===== src/rtl/bdlp_pkg.sv =====
// Package for the button debounce / long-press block.
// Holds transaction payload types, the mode and kind encodings and status codes.
// No dependencies.
package bdlp_pkg;

    typedef struct packed {
        logic        op;
        logic        pin_level;
        logic [31:0] now_ms;
    } t_in_item;

    typedef struct packed {
        logic [2:0]  status;
        logic [31:0] press_duration;
    } t_out_item;

    localparam logic OP_SAMPLE = 1'b0;
    localparam logic OP_INIT   = 1'b1;

    localparam logic [2:0] ST_UNSTABLE  = 3'd0;
    localparam logic [2:0] ST_LOW       = 3'd1;
    localparam logic [2:0] ST_HIGH      = 3'd2;
    localparam logic [2:0] ST_PRESS     = 3'd3;
    localparam logic [2:0] ST_LONG      = 3'd4;
    localparam logic [2:0] ST_SHORT_REL = 3'd5;
    localparam logic [2:0] ST_LONG_REL  = 3'd6;
    localparam logic [2:0] ST_INVALID   = 3'd7;

    localparam logic [1:0] CFG_MIN_LOW  = 2'd0;
    localparam logic [1:0] CFG_MIN_HIGH = 2'd1;
    localparam logic [1:0] CFG_LONG     = 2'd2;

    localparam logic [15:0] MIN_LOW_RST  = 16'd50;
    localparam logic [15:0] MIN_HIGH_RST = 16'd50;
    localparam logic [15:0] LONG_RST     = 16'd1000;

    typedef enum logic [4:0] {
        MODE_UNSTABLE = 5'b00001,
        MODE_LOW      = 5'b00010,
        MODE_HIGH     = 5'b00100,
        MODE_QLOW     = 5'b01000,
        MODE_QHIGH    = 5'b10000
    } t_mode;

    typedef enum logic [1:0] {
        KIND_NONE  = 2'd0,
        KIND_PRESS = 2'd1,
        KIND_LONG  = 2'd2
    } t_kind;

    typedef struct packed {
        logic        last_level;
        t_mode       mode;
        logic [31:0] timer_start;
        logic [31:0] press_time;
        t_kind       press_kind;
    } t_state;

    typedef struct packed {
        logic [15:0] min_low_ms;
        logic [15:0] min_high_ms;
        logic [15:0] long_press_ms;
    } t_cfg;

endpackage


===== src/rtl/bdlp_step.sv =====
// Next-state and status logic for one debounce transaction.
// Purely combinational; depends on bdlp_pkg.
module bdlp_step (
    input  bdlp_pkg::t_state    i_state,
    input  bdlp_pkg::t_cfg      i_cfg,
    input  bdlp_pkg::t_in_item  i_item,
    output bdlp_pkg::t_state    o_state,
    output bdlp_pkg::t_out_item o_result
);
    import bdlp_pkg::*;

    logic [31:0] w_since_timer;
    logic [31:0] w_since_press;
    logic [31:0] w_now;
    logic        w_level;
    logic [2:0]  w_status;
    t_state      w_next;

    assign w_now         = i_item.now_ms;
    assign w_level       = i_item.pin_level;
    assign w_since_timer = w_now - i_state.timer_start;
    assign w_since_press = w_now - i_state.press_time;

    always_comb begin
        w_next   = i_state;
        w_status = ST_UNSTABLE;
        if (i_item.op == OP_INIT) begin
            w_next.last_level = w_level;
            w_next.mode       = w_level ? MODE_HIGH : MODE_LOW;
            w_status          = w_level ? ST_HIGH : ST_LOW;
        end else if (i_state.last_level != w_level) begin
            w_next.last_level = w_level;
            w_next.mode       = MODE_UNSTABLE;
        end else begin
            unique case (i_state.mode)
                MODE_QHIGH: begin
                    if (w_since_timer >= {16'd0, i_cfg.min_high_ms}) begin
                        w_next.mode       = MODE_HIGH;
                        w_next.press_kind = KIND_NONE;
                        if (i_state.press_kind == KIND_LONG) begin
                            w_next.press_time = w_since_press;
                            w_status          = ST_LONG_REL;
                        end else if (i_state.press_kind == KIND_PRESS) begin
                            w_next.press_time = w_since_press;
                            w_status          = ST_SHORT_REL;
                        end else begin
                            w_status = ST_INVALID;
                        end
                    end
                end
                MODE_QLOW: begin
                    if (w_since_timer >= {16'd0, i_cfg.min_low_ms}) begin
                        w_next.mode       = MODE_LOW;
                        w_next.press_time = w_now;
                        w_next.press_kind = KIND_PRESS;
                        w_status          = ST_PRESS;
                    end
                end
                MODE_LOW: begin
                    // long press reported once per press
                    if (w_since_press > {16'd0, i_cfg.long_press_ms} &&
                        i_state.press_kind != KIND_LONG) begin
                        w_next.press_kind = KIND_LONG;
                        w_status          = ST_LONG;
                    end else begin
                        w_status = ST_LOW;
                    end
                end
                MODE_HIGH: begin
                    if (w_level) begin
                        w_status = ST_HIGH;
                    end else begin
                        w_next.mode        = MODE_QLOW;
                        w_next.timer_start = w_now;
                    end
                end
                default: begin
                    w_next.mode        = w_level ? MODE_QHIGH : MODE_QLOW;
                    w_next.timer_start = w_now;
                end
            endcase
        end
    end

    assign o_state                 = w_next;
    assign o_result.status         = w_status;
    assign o_result.press_duration = w_next.press_time;

endmodule


===== src/rtl/button_debounce_long_press.sv =====
// Button debounce with long-press detection, top level.
// Path: input register, then result register; state updates as an item moves to the result.
// Throughput: one transaction per cycle unless a held result waits on i_out_ready.
// Reset (synchronous, active low) clears mode to unstable, timers, press kind, and
// restores configuration defaults of 50, 50 and 1000 ms. Depends on bdlp_pkg, bdlp_step.
module button_debounce_long_press (
    input  logic                i_clk,
    input  logic                i_rst_n,
    input  logic                i_in_valid,
    output logic                o_in_ready,
    input  bdlp_pkg::t_in_item  i_in_data,
    output logic                o_out_valid,
    input  logic                i_out_ready,
    output bdlp_pkg::t_out_item o_out_data,
    input  logic                i_cfg_we,
    input  logic [1:0]          i_cfg_idx,
    input  logic [15:0]         i_cfg_data
);
    import bdlp_pkg::*;

    logic      r_in_vld;
    t_in_item  r_in;
    logic      r_out_vld;
    t_out_item r_out;
    t_state    r_state;
    t_cfg      r_cfg;

    t_state    n_state;
    t_out_item n_out;
    logic      w_advance;

    assign w_advance  = r_in_vld && (!r_out_vld || i_out_ready);
    assign o_in_ready = !r_in_vld || w_advance;

    bdlp_step u_step (
        .i_state  (r_state),
        .i_cfg    (r_cfg),
        .i_item   (r_in),
        .o_state  (n_state),
        .o_result (n_out)
    );

    always_ff @(posedge i_clk) begin
        if (!i_rst_n) begin
            r_in_vld  <= 1'b0;
            r_out_vld <= 1'b0;
        end else begin
            if (o_in_ready) begin
                r_in_vld <= i_in_valid;
            end
            if (w_advance) begin
                r_out_vld <= 1'b1;
            end else if (i_out_ready) begin
                r_out_vld <= 1'b0;
            end
        end
    end

    always_ff @(posedge i_clk) begin
        if (o_in_ready && i_in_valid) begin
            r_in <= i_in_data;
        end
        if (w_advance) begin
            r_out <= n_out;
        end
    end

    always_ff @(posedge i_clk) begin
        if (!i_rst_n) begin
            r_state.last_level  <= 1'b0;
            r_state.mode        <= MODE_UNSTABLE;
            r_state.timer_start <= 32'd0;
            r_state.press_time  <= 32'd0;
            r_state.press_kind  <= KIND_NONE;
        end else if (w_advance) begin
            r_state <= n_state;
        end
    end

    always_ff @(posedge i_clk) begin
        if (!i_rst_n) begin
            r_cfg.min_low_ms    <= MIN_LOW_RST;
            r_cfg.min_high_ms   <= MIN_HIGH_RST;
            r_cfg.long_press_ms <= LONG_RST;
        end else if (i_cfg_we) begin
            unique case (i_cfg_idx)
                CFG_MIN_LOW:  r_cfg.min_low_ms    <= i_cfg_data;
                CFG_MIN_HIGH: r_cfg.min_high_ms   <= i_cfg_data;
                CFG_LONG:     r_cfg.long_press_ms <= i_cfg_data;
                default:      r_cfg               <= r_cfg;
            endcase
        end
    end

    assign o_out_valid = r_out_vld;
    assign o_out_data  = r_out;

`ifndef SYNTHESIS
    // a held result always mirrors the stored press value
    a_dur_tracks_state: assert property (@(posedge i_clk) disable iff (!i_rst_n)
        o_out_valid |-> o_out_data.press_duration == r_state.press_time)
        else $error("result press_duration differs from stored press time");

    a_press_state: assert property (@(posedge i_clk) disable iff (!i_rst_n)
        o_out_valid && o_out_data.status == ST_PRESS
            |-> r_state.mode == MODE_LOW && r_state.press_kind == KIND_PRESS)
        else $error("press start without low mode and open press");

    a_release_state: assert property (@(posedge i_clk) disable iff (!i_rst_n)
        o_out_valid && (o_out_data.status == ST_SHORT_REL ||
                        o_out_data.status == ST_LONG_REL ||
                        o_out_data.status == ST_INVALID)
            |-> r_state.mode == MODE_HIGH && r_state.press_kind == KIND_NONE)
        else $error("release reported but press not closed");

    a_state_frozen: assert property (@(posedge i_clk) disable iff (!i_rst_n)
        !w_advance |=> $stable(r_state))
        else $error("state changed without a transaction moving to the result");
`endif

endmodule

===== config.mk =====
export PLATFORM = sky130hd
export DESIGN_NAME = button_debounce_long_press
export DESIGN_NICKNAME = d
export VERILOG_FILES = /design/src/rtl/bdlp_pkg.sv /design/src/rtl/bdlp_step.sv /design/src/rtl/button_debounce_long_press.sv
export SDC_FILE = /design/constraint.sdc
export NUM_CORES = 1
export LEC_CHECK = 0
export BUFFER_PORTS_ARGS = -buffer_cell sky130_fd_sc_hd__buf_4
export CAP_MARGIN = 20
export CORE_UTILIZATION = 35
export CTS_CLUSTER_DIAMETER = 40
export DETAILED_ROUTE_END_ITERATION = 7
export SKIP_LAST_GASP = 1
export SLEW_MARGIN = 30
export SYNTH_ARGS = -nofsm -noshare
export SYNTH_HDL_FRONTEND = slang
export SYNTH_SLANG_ARGS = --single-unit

===== constraint.sdc =====
create_clock -name i_clk -period 4.45 [get_ports i_clk]
set_input_delay 0.2225 -clock i_clk [delete_from_list [all_inputs] [get_ports i_clk]]
set_output_delay 0.2225 -clock i_clk [all_outputs]
set_load 0.02 [all_outputs]

==> impl_metrics.prom, run 1 <==
# TYPE chip_impl_metric gauge
chip_impl_info{name="outcome",value="complete, but fails checks"} 1
chip_impl_info{name="violated_checks",value="negative setup slack"} 1
chip_impl_metric{name="synth.mux.area_fraction",unit="%"} 0.5407
chip_impl_metric{name="insertedDiodeCount",unit=""} 0
chip_impl_metric{name="skew",unit="ns"} 0.02401
chip_impl_metric{name="synth_sequential_area_ratio",unit="%"} 34.23
chip_impl_info{name="critical_path.reg2reg.endpoint",value="o_out_data[16]$_DFFE_PP_"} 1
chip_impl_metric{name="vdd_ir_drop_max",unit="mV"} 0.1868
chip_impl_metric{name="rr_worst_depth",unit=""} 21
chip_impl_metric{name="static-leakage-power",unit="nW"} 7.108
chip_impl_metric{name="tightestPinTransition",unit="ns"} 0.8536
chip_impl_metric{name="adder_cell_fraction_of_synth_area",unit="%"} 10.74
chip_impl_metric{name="worstPathArrival",unit="ns"} 4.93
chip_impl_metric{name="cts.htree.levels",unit=""} 4
chip_impl_metric{name="worstPathMaxFanout",unit=""} 5
chip_impl_metric{name="synthesis.area",unit="um^2"} 13190
chip_impl_metric{name="fp.dieArea",unit="um^2"} 38460
chip_impl_metric{name="ys_warn_count",unit=""} 0
chip_impl_metric{name="antenna_violations_before_repair",unit=""} 0
chip_impl_info{name="worst_setup_path_end_kind",value="flop"} 1
chip_impl_metric{name="die_h",unit="um"} 196.1
chip_impl_metric{name="grt_max_degree",unit=""} 75
chip_impl_metric{name="final_cells",unit=""} 2396
chip_impl_metric{name="initial_core_utilization",unit="%"} 35.77
chip_impl_metric{name="ios",unit=""} 94
chip_impl_metric{name="share_of_cells_above_drive_strength_1",unit="%"} 24.47
chip_impl_metric{name="total_power",unit="mW"} 4.726
chip_impl_metric{name="cts_num_sinks",unit=""} 191
chip_impl_metric{name="detailedRoute.firstPassIterationCount",unit=""} 6
chip_impl_info{name="synth-main-ff-cell",value="sky130_fd_sc_hd__dfxtp_1"} 1
chip_impl_metric{name="clkSlewWorstSetupHoldPaths",unit="ns"} 0.09
chip_impl_info{name="worst_hold_startpoint",value="i_cfg_data[6]"} 1
chip_impl_info{name="cts_tree",value="built"} 1
chip_impl_metric{name="wl_per_cell",unit="um"} 18.77
chip_impl_metric{name="synth_compound_area_share",unit="%"} 25.21
chip_impl_info{name="dominant_combinational_cell_family_by_area_after_synthesis",value="compound AO/OA/AOI/OAI gates"} 1
chip_impl_metric{name="drc_errors",unit=""} 0
chip_impl_info{name="synth_most_common_cell",value="sky130_fd_sc_hd__nand2_1"} 1
chip_impl_metric{name="timing.max_slew.rel_slack",unit="%"} 42.49
chip_impl_info{name="min_path_type",value="input pin to flop"} 1
chip_impl_metric{name="post_dp_hpwl",unit="mm"} 32.76
chip_impl_info{name="regToRegStartpoint",value="r_in[1]$_DFFE_PP_"} 1
chip_impl_metric{name="fillCellCount",unit=""} 3495
chip_impl_metric{name="placedCellCount",unit=""} 2286
chip_impl_metric{name="min_delay_path_depth",unit=""} 3
chip_impl_metric{name="avgViaCountPerCell",unit=""} 5.415
chip_impl_metric{name="drtIter0Drc",unit=""} 1067
chip_impl_metric{name="overflow",unit=""} 0
chip_impl_metric{name="fin_crit_sh",unit="%"} 103.9
chip_impl_metric{name="maxClockFrequency",unit="MHz"} 216.3
chip_impl_metric{name="share_of_the_synthesized_area_in_the_top_cell_type",unit="%"} 18.52
chip_impl_metric{name="synthesis.area_per_instance",unit="um^2"} 8.332
chip_impl_metric{name="mappedNetlistNets",unit=""} 1752
chip_impl_metric{name="cts-root-to-sink-buffers",unit=""} 2
chip_impl_info{name="hold-path-endpoint",value="r_cfg[38]$_SDFFE_PN0P_"} 1
chip_impl_metric{name="die_span_x",unit="um"} 196.1
chip_impl_metric{name="grt_first_pass_wirelength",unit="mm"} 68.20
chip_impl_metric{name="finalSetupViolations",unit=""} 70
chip_impl_metric{name="route.final.wire_length",unit="mm"} 44.98
chip_impl_metric{name="power_per_cell_area",unit="nW/um^2"} 269.0
chip_impl_metric{name="vias",unit=""} 12975
chip_impl_metric{name="post-place-ws",unit="ns"} -0.4894
chip_impl_metric{name="detailed_place.area",unit="um^2"} 15630
chip_impl_info{name="timing.critical_path.from_type",value="flop"} 1
chip_impl_metric{name="report.final.slew_viol_count",unit=""} 0
chip_impl_metric{name="hold-worst-slack",unit="ns"} 0.02271
chip_impl_metric{name="postLayoutCellArea",unit="um^2"} 17570
chip_impl_metric{name="overall_fraction_of_global_route_tracks_in_use",unit="%"} 22.75
chip_impl_metric{name="numCtsBuffers",unit=""} 17
chip_impl_info{name="yosys-top-cells-count",value="273 x sky130_fd_sc_hd__nand2_1, 141 x sky130_fd_sc_hd__inv_1, 122 x sky130_fd_sc_hd__dfxtp_1"} 1
chip_impl_metric{name="gp_congestion",unit=""} 0.9762
chip_impl_metric{name="cp.required",unit="ns"} 4.76
chip_impl_metric{name="placementRows",unit=""} 70
chip_impl_info{name="yosysTopAreaCell",value="sky130_fd_sc_hd__dfxtp_1"} 1
chip_impl_metric{name="synth-simple-area-share",unit="%"} 19.69
chip_impl_metric{name="timing.final.crit_period",unit="ns"} 4.624
chip_impl_metric{name="drt.antenna.violating_nets",unit=""} 0
chip_impl_metric{name="layout.nets",unit=""} 2048
chip_impl_metric{name="io_buffer_count",unit=""} 93
chip_impl_metric{name="synth_enable_flop_cells",unit=""} 69
chip_impl_metric{name="flip_flop_and_latch_count_after_synthesis",unit=""} 191
chip_impl_metric{name="insertion_delay",unit="ns"} 0.47
chip_impl_metric{name="timing.final.hold_violations",unit=""} 0
chip_impl_info{name="grt_setup_unrepaired",value="true"} 1
chip_impl_info{name="cts-root-buf",value="sky130_fd_sc_hd__clkbuf_16"} 1
chip_impl_metric{name="netlist-cell-type-count",unit=""} 81
chip_impl_info{name="crit_type",value="flop to flop"} 1
chip_impl_metric{name="max_cap_viol_count",unit=""} 0
chip_impl_metric{name="cell_count_after_synthesis",unit=""} 1583
chip_impl_metric{name="area_overhead_of_the_layout_relative_to_synthesis",unit="%"} 33.21
chip_impl_metric{name="flop_to_flop_setup_slack",unit="ns"} -0.17
chip_impl_info{name="netlist_top_cells_area",value="sky130_fd_sc_hd__dfxtp_1 19%, sky130_fd_sc_hd__edfxtp_1 16%, sky130_fd_sc_hd__ha_1 10%"} 1
chip_impl_metric{name="synthXorXnorAreaFrac",unit="%"} 2.988
chip_impl_metric{name="timing.final.ws_setup",unit="ns"} -0.1739
chip_impl_metric{name="asyncSetResetFlopFracSynth",unit="%"} 0
chip_impl_metric{name="grt_pass1_vias",unit=""} 12439
chip_impl_metric{name="placeableCoreArea",unit="um^2"} 36870
==> registers in the layout, summed over array words and instances, names as in the netlist <==
register,flops
r_in,34
r_state,72
o_out_valid,1
r_cfg,48
r_in_vld,1
o_out_data,35
==> final cells by class <==
type                    instances  area, um^2  area share [%]
clock inverters                15       201.4           1.147
repair buffers                351        2925           16.65
inverters                     141       529.3           3.012
flip-flops and latches        191        4514           25.69
clock buffers                  17       425.4           2.421
well taps                     504       630.6           3.589
multi-input cells            1177        8343           47.49
==> metal layers <==
| layer | global-route usage (%) | wire length [um] | part of all wire (%) | up-vias |
|---|---|---|---|---|
| met5 | 0 | 0 | 0 | - |
| met4 | 7.899 | 1213 | 2.7 | 0 |
| met3 | 2.733 | 2450 | 5.4 | 67 |
| met2 | 37.43 | 21000 | 47 | 425 |
| met1 | 30.69 | 20320 | 45 | 6192 |
| li1 | - | - | - | 6291 |
==> kinds of logic (layout without fill, tap and decap cells) <==
group,after synthesis,after routing
flip-flops,191,191
buffers and inverters,215,524
XOR/XNOR,45,45
AND/OR/NAND/NOR,555,555
multiplexers,7,7
adder cells (fa/ha/maj),112,112
AO/OA/AOI/OAI,458,458
==> worst max path at each step <==
stage	from	to	slack, ns	depth (start not counted)
4_1_cts	r_in[0]$_DFFE_PP_	o_out_data[30]$_DFFE_PP_	-0.0007	22
6_report	r_in[1]$_DFFE_PP_	o_out_data[16]$_DFFE_PP_	-0.17	21
3_5_place_dp	r_in[0]$_DFFE_PP_	o_out_data[5]$_DFFE_PP_	-0.49	22
3_3_place_gp	r_in[1]$_DFFE_PP_	o_out_data[4]$_DFFE_PP_	-0.38	19
5_1_grt	r_in[1]$_DFFE_PP_	o_out_data[16]$_DFFE_PP_	-0.35	21
2_1_floorplan	r_in[0]$_DFFE_PP_	o_out_data[24]$_DFFE_PP_	0.27	22
==> what timing repair did <==
action                                  in CTS  in global routing
pin swaps                                   20                 52
endpoints found under the setup margin      73                 73
gates resized for setup                     37                 89
endpoints found under the hold margin       37                  0
gates cloned                                 0                  7
setup buffers                               21                 20
hold buffers                                37                  0
==> critical path, cell delays in order, from the launching register on <==
cell and delay (ns):
sky130_fd_sc_hd__edfxtp_1 0.44, sky130_fd_sc_hd__buf_6 0.15, sky130_fd_sc_hd__buf_4 0.13, sky130_fd_sc_hd__ha_1 0.26
sky130_fd_sc_hd__nor2b_4 0.15, sky130_fd_sc_hd__o2111a_2 0.29, sky130_fd_sc_hd__nor2_4 0.05, sky130_fd_sc_hd__buf_4 0.14
sky130_fd_sc_hd__xnor2_2 0.14, sky130_fd_sc_hd__buf_4 0.14, sky130_fd_sc_hd__ha_1 0.26, sky130_fd_sc_hd__and3_1 0.19
sky130_fd_sc_hd__a22o_1 0.21, sky130_fd_sc_hd__o31ai_4 0.28, sky130_fd_sc_hd__o2111ai_4 0.16, sky130_fd_sc_hd__a21oi_4 0.26
sky130_fd_sc_hd__a22oi_2 0.13, sky130_fd_sc_hd__nor4b_4 0.36, sky130_fd_sc_hd__or2_4 0.30, sky130_fd_sc_hd__buf_12 0.15
sky130_fd_sc_hd__a32o_1 0.12, sky130_fd_sc_hd__a21o_1 0.14
==> power by group <==
part / switching, mW / leakage (nW) / internal, mW
Clock: 0.860 / 0.301 / 0.777
Combinational: 0.646 / 5.12 / 0.540
Sequential: 0.0403 / 1.68 / 1.86
==> per-stage QoR <==
stage               utilization (%)  setup TNS [ns]
finish                        47.65          -6.580
global route                  47.65          -19.62
CTS                           45.97      -0.0006772
detailed placement            42.40          -29.30
global placement              42.39          -21.56
floorplan                         -               0
==> cells in the final DEF, fill, tap and decap left out, types with 13 or more instances in the layout <==
master	n
sky130_fd_sc_hd__xnor2_1	27
sky130_fd_sc_hd__nor2_1	74
sky130_fd_sc_hd__buf_4	291
sky130_fd_sc_hd__a21boi_0	70
sky130_fd_sc_hd__a21o_1	34
sky130_fd_sc_hd__ha_1	103
sky130_fd_sc_hd__nand4_1	30
sky130_fd_sc_hd__nor3_1	16
sky130_fd_sc_hd__dlygate4sd3_1	37
sky130_fd_sc_hd__nor2_2	13
sky130_fd_sc_hd__edfxtp_1	69
sky130_fd_sc_hd__and2_1	23
sky130_fd_sc_hd__a221o_1	44
sky130_fd_sc_hd__o21a_1	23
sky130_fd_sc_hd__a21oi_1	77
sky130_fd_sc_hd__nand3_1	27
sky130_fd_sc_hd__clkbuf_16	21
sky130_fd_sc_hd__o211ai_1	26
sky130_fd_sc_hd__nand2_1	269
sky130_fd_sc_hd__inv_1	139
sky130_fd_sc_hd__o21ai_0	46
sky130_fd_sc_hd__nand2b_1	14
sky130_fd_sc_hd__dfxtp_1	122
No activity file was read; power rests on OpenSTA's default activity.
==> run 2: changes to the inputs <==
SYNTH_HIERARCHICAL = 1   (was not set)
==> impl_metrics.prom, run 2 <==
# TYPE chip_impl_metric gauge
chip_impl_metric{name="drtIter0Drc",unit=""} 1009
chip_impl_metric{name="final_cells",unit=""} 2420
chip_impl_metric{name="grt_max_degree",unit=""} 143
chip_impl_info{name="timing.critical_path.from_type",value="flop"} 1
chip_impl_info{name="outcome",value="complete, but fails checks"} 1
chip_impl_metric{name="cts_num_sinks",unit=""} 191
chip_impl_metric{name="wl_per_cell",unit="um"} 17.75
chip_impl_info{name="grt_setup_unrepaired",value="true"} 1
chip_impl_metric{name="cp.required",unit="ns"} 4.78
chip_impl_metric{name="max_cap_viol_count",unit=""} 0
chip_impl_metric{name="ys_warn_count",unit=""} 6
chip_impl_info{name="timing.critical_path.cells",value="inv_2 > ha_4 > inv_2 > fa_2 > a21o_1 > a221o_2 > a32oi_2 > buf_4 > a211oi_4 > or4_4 > a222oi_1 > nand4_1 > or4b_4 > a21boi_4 > buf_12 > nand2_8 > buf_6 > o211ai_1 > nand2_1 > mux2i_1"} 1
chip_impl_metric{name="io_buffer_count",unit=""} 93
chip_impl_metric{name="worstPathArrival",unit="ns"} 5.08
chip_impl_metric{name="numCtsBuffers",unit=""} 17
chip_impl_metric{name="postLayoutCellArea",unit="um^2"} 17600
chip_impl_info{name="largest-register",value="r_state"} 1
chip_impl_metric{name="grt_pass1_vias",unit=""} 12426
chip_impl_metric{name="gr-usage-met1",unit="%"} 28.62
chip_impl_metric{name="cp_slowest_stage_delay",unit="ns"} 0.60
chip_impl_info{name="cts_tree",value="built"} 1
chip_impl_metric{name="drc_errors",unit=""} 0
chip_impl_metric{name="vias",unit=""} 12865
chip_impl_metric{name="skew",unit="ns"} 0.01321
chip_impl_metric{name="cts.htree.levels",unit=""} 4
chip_impl_metric{name="report.final.slew_viol_count",unit=""} 0
chip_impl_metric{name="min_delay_path_depth",unit=""} 3
chip_impl_metric{name="share_of_cells_above_drive_strength_1",unit="%"} 23.71
chip_impl_info{name="yosys-top-cells-count",value="277 x sky130_fd_sc_hd__nand2_1, 130 x sky130_fd_sc_hd__inv_1, 122 x sky130_fd_sc_hd__dfxtp_1"} 1
chip_impl_metric{name="insertedDiodeCount",unit=""} 0
chip_impl_info{name="slowest_stage",value="sky130_fd_sc_hd__or4b_4"} 1
chip_impl_metric{name="tightestPinTransition",unit="ns"} 0.9730
chip_impl_metric{name="initial_core_utilization",unit="%"} 35.55
chip_impl_metric{name="grt_first_pass_wirelength",unit="mm"} 67.19
chip_impl_metric{name="cts-root-to-sink-buffers",unit=""} 2
chip_impl_metric{name="synthesis.area",unit="um^2"} 13740
chip_impl_metric{name="rr_worst_depth",unit=""} 20
chip_impl_metric{name="overall_fraction_of_global_route_tracks_in_use",unit="%"} 21.30
chip_impl_metric{name="power_per_cell_area",unit="nW/um^2"} 263.4
chip_impl_info{name="synth-main-ff-cell",value="sky130_fd_sc_hd__dfxtp_1"} 1
chip_impl_metric{name="maxClockFrequency",unit="MHz"} 210.6
chip_impl_info{name="violated_checks",value="negative setup slack"} 1
chip_impl_metric{name="synthesis.area_per_instance",unit="um^2"} 8.331
chip_impl_info{name="min_path_type",value="input pin to flop"} 1
chip_impl_info{name="synth_most_common_cell",value="sky130_fd_sc_hd__nand2_1"} 1
chip_impl_metric{name="vdd_ir_drop_max",unit="mV"} 0.3019
chip_impl_metric{name="static-leakage-power",unit="nW"} 6.996
chip_impl_info{name="netlist_top_cells_area",value="sky130_fd_sc_hd__dfxtp_1 18%, sky130_fd_sc_hd__edfxtp_1 15%, sky130_fd_sc_hd__ha_1 10%"} 1
chip_impl_metric{name="asyncSetResetFlopFracSynth",unit="%"} 0
chip_impl_info{name="critical-path-top-cell-by-count",value="sky130_fd_sc_hd__inv_2"} 1
chip_impl_metric{name="timing.final.crit_period",unit="ns"} 4.748
chip_impl_metric{name="route.final.wire_length",unit="mm"} 42.96
chip_impl_metric{name="die_h",unit="um"} 200.1
chip_impl_metric{name="cell_count_after_synthesis",unit=""} 1649
chip_impl_metric{name="hold-worst-slack",unit="ns"} 0.03599
chip_impl_metric{name="worstPathMaxFanout",unit=""} 6
chip_impl_metric{name="overflow",unit=""} 0
chip_impl_info{name="top_usage_layer",value="met2"} 1
chip_impl_metric{name="antenna_violations_before_repair",unit=""} 0
chip_impl_metric{name="detailedRoute.firstPassIterationCount",unit=""} 5
chip_impl_metric{name="global_route.usage.met2",unit="%"} 34.42
chip_impl_metric{name="area_overhead_of_the_layout_relative_to_synthesis",unit="%"} 28.11
chip_impl_metric{name="ios",unit=""} 94
chip_impl_metric{name="largest_register_ffs",unit=""} 72
chip_impl_metric{name="insertion_delay",unit="ns"} 0.47
chip_impl_info{name="worst_setup_path_end_kind",value="flop"} 1
chip_impl_metric{name="placedCellCount",unit=""} 2325
chip_impl_metric{name="timing.final.ws_setup",unit="ns"} -0.2981
chip_impl_metric{name="synth_sequential_area_ratio",unit="%"} 32.86
chip_impl_metric{name="setup_tns",unit="ns"} -11.91
chip_impl_metric{name="post_dp_hpwl",unit="mm"} 31.80
chip_impl_metric{name="die_span_x",unit="um"} 200.1
chip_impl_metric{name="share_of_the_synthesized_area_in_the_top_cell_type",unit="%"} 17.78
chip_impl_metric{name="finalSetupViolations",unit=""} 66
chip_impl_info{name="layout.cells.most_common",value="sky130_fd_sc_hd__nand2_1"} 1
chip_impl_metric{name="placementRows",unit=""} 72
chip_impl_info{name="most-common-layout-cells",value="275 x sky130_fd_sc_hd__nand2_1, 274 x sky130_fd_sc_hd__buf_4, 127 x sky130_fd_sc_hd__inv_1, 122 x sky130_fd_sc_hd__dfxtp_1, 104 x sky130_fd_sc_hd__ha_1"} 1
chip_impl_info{name="crit_type",value="flop to flop"} 1
chip_impl_metric{name="layout.nets",unit=""} 2058
chip_impl_metric{name="synth_enable_flop_cells",unit=""} 69
chip_impl_info{name="cts-root-buf",value="sky130_fd_sc_hd__clkbuf_16"} 1
chip_impl_metric{name="flip_flop_and_latch_count_after_synthesis",unit=""} 191
chip_impl_metric{name="mappedNetlistNets",unit=""} 1818
chip_impl_metric{name="netlist-cell-type-count",unit=""} 83
chip_impl_metric{name="clkSlewWorstSetupHoldPaths",unit="ns"} 0.08
chip_impl_metric{name="instance_count_on_the_critical_path",unit=""} 20
chip_impl_metric{name="gp_congestion",unit=""} 0.9761
chip_impl_metric{name="timing.final.hold_violations",unit=""} 0
chip_impl_metric{name="fp.dieArea",unit="um^2"} 40050
chip_impl_metric{name="fin_crit_sh",unit="%"} 106.7
chip_impl_info{name="critPathTopFamily",value="compound AO/OA/AOI/OAI gates"} 1
chip_impl_metric{name="placeableCoreArea",unit="um^2"} 38650
chip_impl_metric{name="drt.antenna.violating_nets",unit=""} 0
chip_impl_metric{name="detailed_place.area",unit="um^2"} 15900
chip_impl_metric{name="timing.max_slew.rel_slack",unit="%"} 35.13
chip_impl_metric{name="critPathBufInv",unit=""} 5
chip_impl_info{name="yosysTopAreaCell",value="sky130_fd_sc_hd__dfxtp_1"} 1
chip_impl_metric{name="met3_usage",unit="%"} 3.157
chip_impl_metric{name="avgViaCountPerCell",unit=""} 5.316
chip_impl_metric{name="total_power",unit="mW"} 4.636
-- run 2: cell types whose count changed in the layout (fill, tap and decap cells not counted), sizes merged, moves of 10 or more --
cell / change
a21boi: -68
buf: -18
nand3: +49
nor2: -38
mux2: +30
nand4: -10
mux2i: +79
o21ai: +70
a221o: -38
and2: -15
-- run 2: final timing paths --
check | from | endpoint | slack [ns]
hold reg to reg | r_cfg[41]$_SDFFE_PN0P_ | r_cfg[41]$_SDFFE_PN0P_ | 0.46
hold / removal | i_cfg_data[0] | r_cfg[32]$_SDFFE_PN0P_ | 0.04
setup reg to reg | r_in[0]$_DFFE_PP_ | r_state[11]$_SDFFE_PN0P_ | -0.30
setup / recovery | r_in[0]$_DFFE_PP_ | r_state[11]$_SDFFE_PN0P_ | -0.30
-- run 2: worst register-to-register path, stage by stage (launching register included) --
cell and delay (ns):
sky130_fd_sc_hd__edfxtp_1 0.42, sky130_fd_sc_hd__inv_2 0.10, sky130_fd_sc_hd__ha_4 0.13, sky130_fd_sc_hd__inv_2 0.03, sky130_fd_sc_hd__fa_2 0.33, sky130_fd_sc_hd__a21o_1 0.19
sky130_fd_sc_hd__a221o_2 0.42, sky130_fd_sc_hd__a32oi_2 0.27, sky130_fd_sc_hd__buf_4 0.16, sky130_fd_sc_hd__a211oi_4 0.06, sky130_fd_sc_hd__or4_4 0.43, sky130_fd_sc_hd__a222oi_1 0.39
sky130_fd_sc_hd__nand4_1 0.15, sky130_fd_sc_hd__or4b_4 0.60, sky130_fd_sc_hd__a21boi_4 0.19, sky130_fd_sc_hd__buf_12 0.15, sky130_fd_sc_hd__nand2_8 0.08, sky130_fd_sc_hd__buf_6 0.12
sky130_fd_sc_hd__o211ai_1 0.19, sky130_fd_sc_hd__nand2_1 0.11, sky130_fd_sc_hd__mux2i_1 0.09
-- run 2: layout make-up --
| cell class | count | area, um^2 |
|---|---|---|
| Timing Repair Buffer | 337 | 2858 |
| Clock buffer | 17 | 425.4 |
| Fill cell | 3646 | 21050 |
| Clock inverter | 15 | 122.6 |
| Sequential cell | 191 | 4514 |
| Inverter | 130 | 488.0 |
| Tap cell | 518 | 648.1 |
| Multi-Input combinational cell | 1212 | 8543 |
-- run 2: cells by family after synthesis --
family                   Yosys count  share of synthesized area (%)
AO/OA/AOI/OAI                    390                          18.12
XOR/XNOR                          44                          2.805
adder cells (fa/ha/maj)          112                          10.31
buffers and inverters            246                          8.415
flip-flops                       191                          32.86
multiplexers                     116                          8.761
AND/OR/NAND/NOR                  550                          18.73
-- run 2: power breakdown --
group	total (mW)	switching [mW]	internal [mW]
registers	1.91	0.0456	1.86
clock network	1.51	0.778	0.731
logic	1.22	0.656	0.561
-- run 2: routing by layer --
layer	routed length [um]	share of wire (%)
met4	1293	3.0
met5	0	0
met2	19580	46
met3	2132	5.0
met1	19960	46
-- run 2: stage by stage --
stage	setup slack, ns	util [%]
after floorplan	0.0001545	-
after global placement	-0.3610	41.09
after detailed placement	-0.4832	41.15
after CTS	-0.1866	44.82
after global routing	-0.4596	45.54
final	-0.2981	45.54
-- run 2: what timing repair did --
item | CTS | global route
hold buffers | 43 | 0
endpoints found under the setup margin | 70 | 72
hold endpoints to repair | 46 | 0
cloned | 2 | 1
gates resized for setup | 62 | 46
pin swaps | 28 | 30
setup buffers | 13 | 5
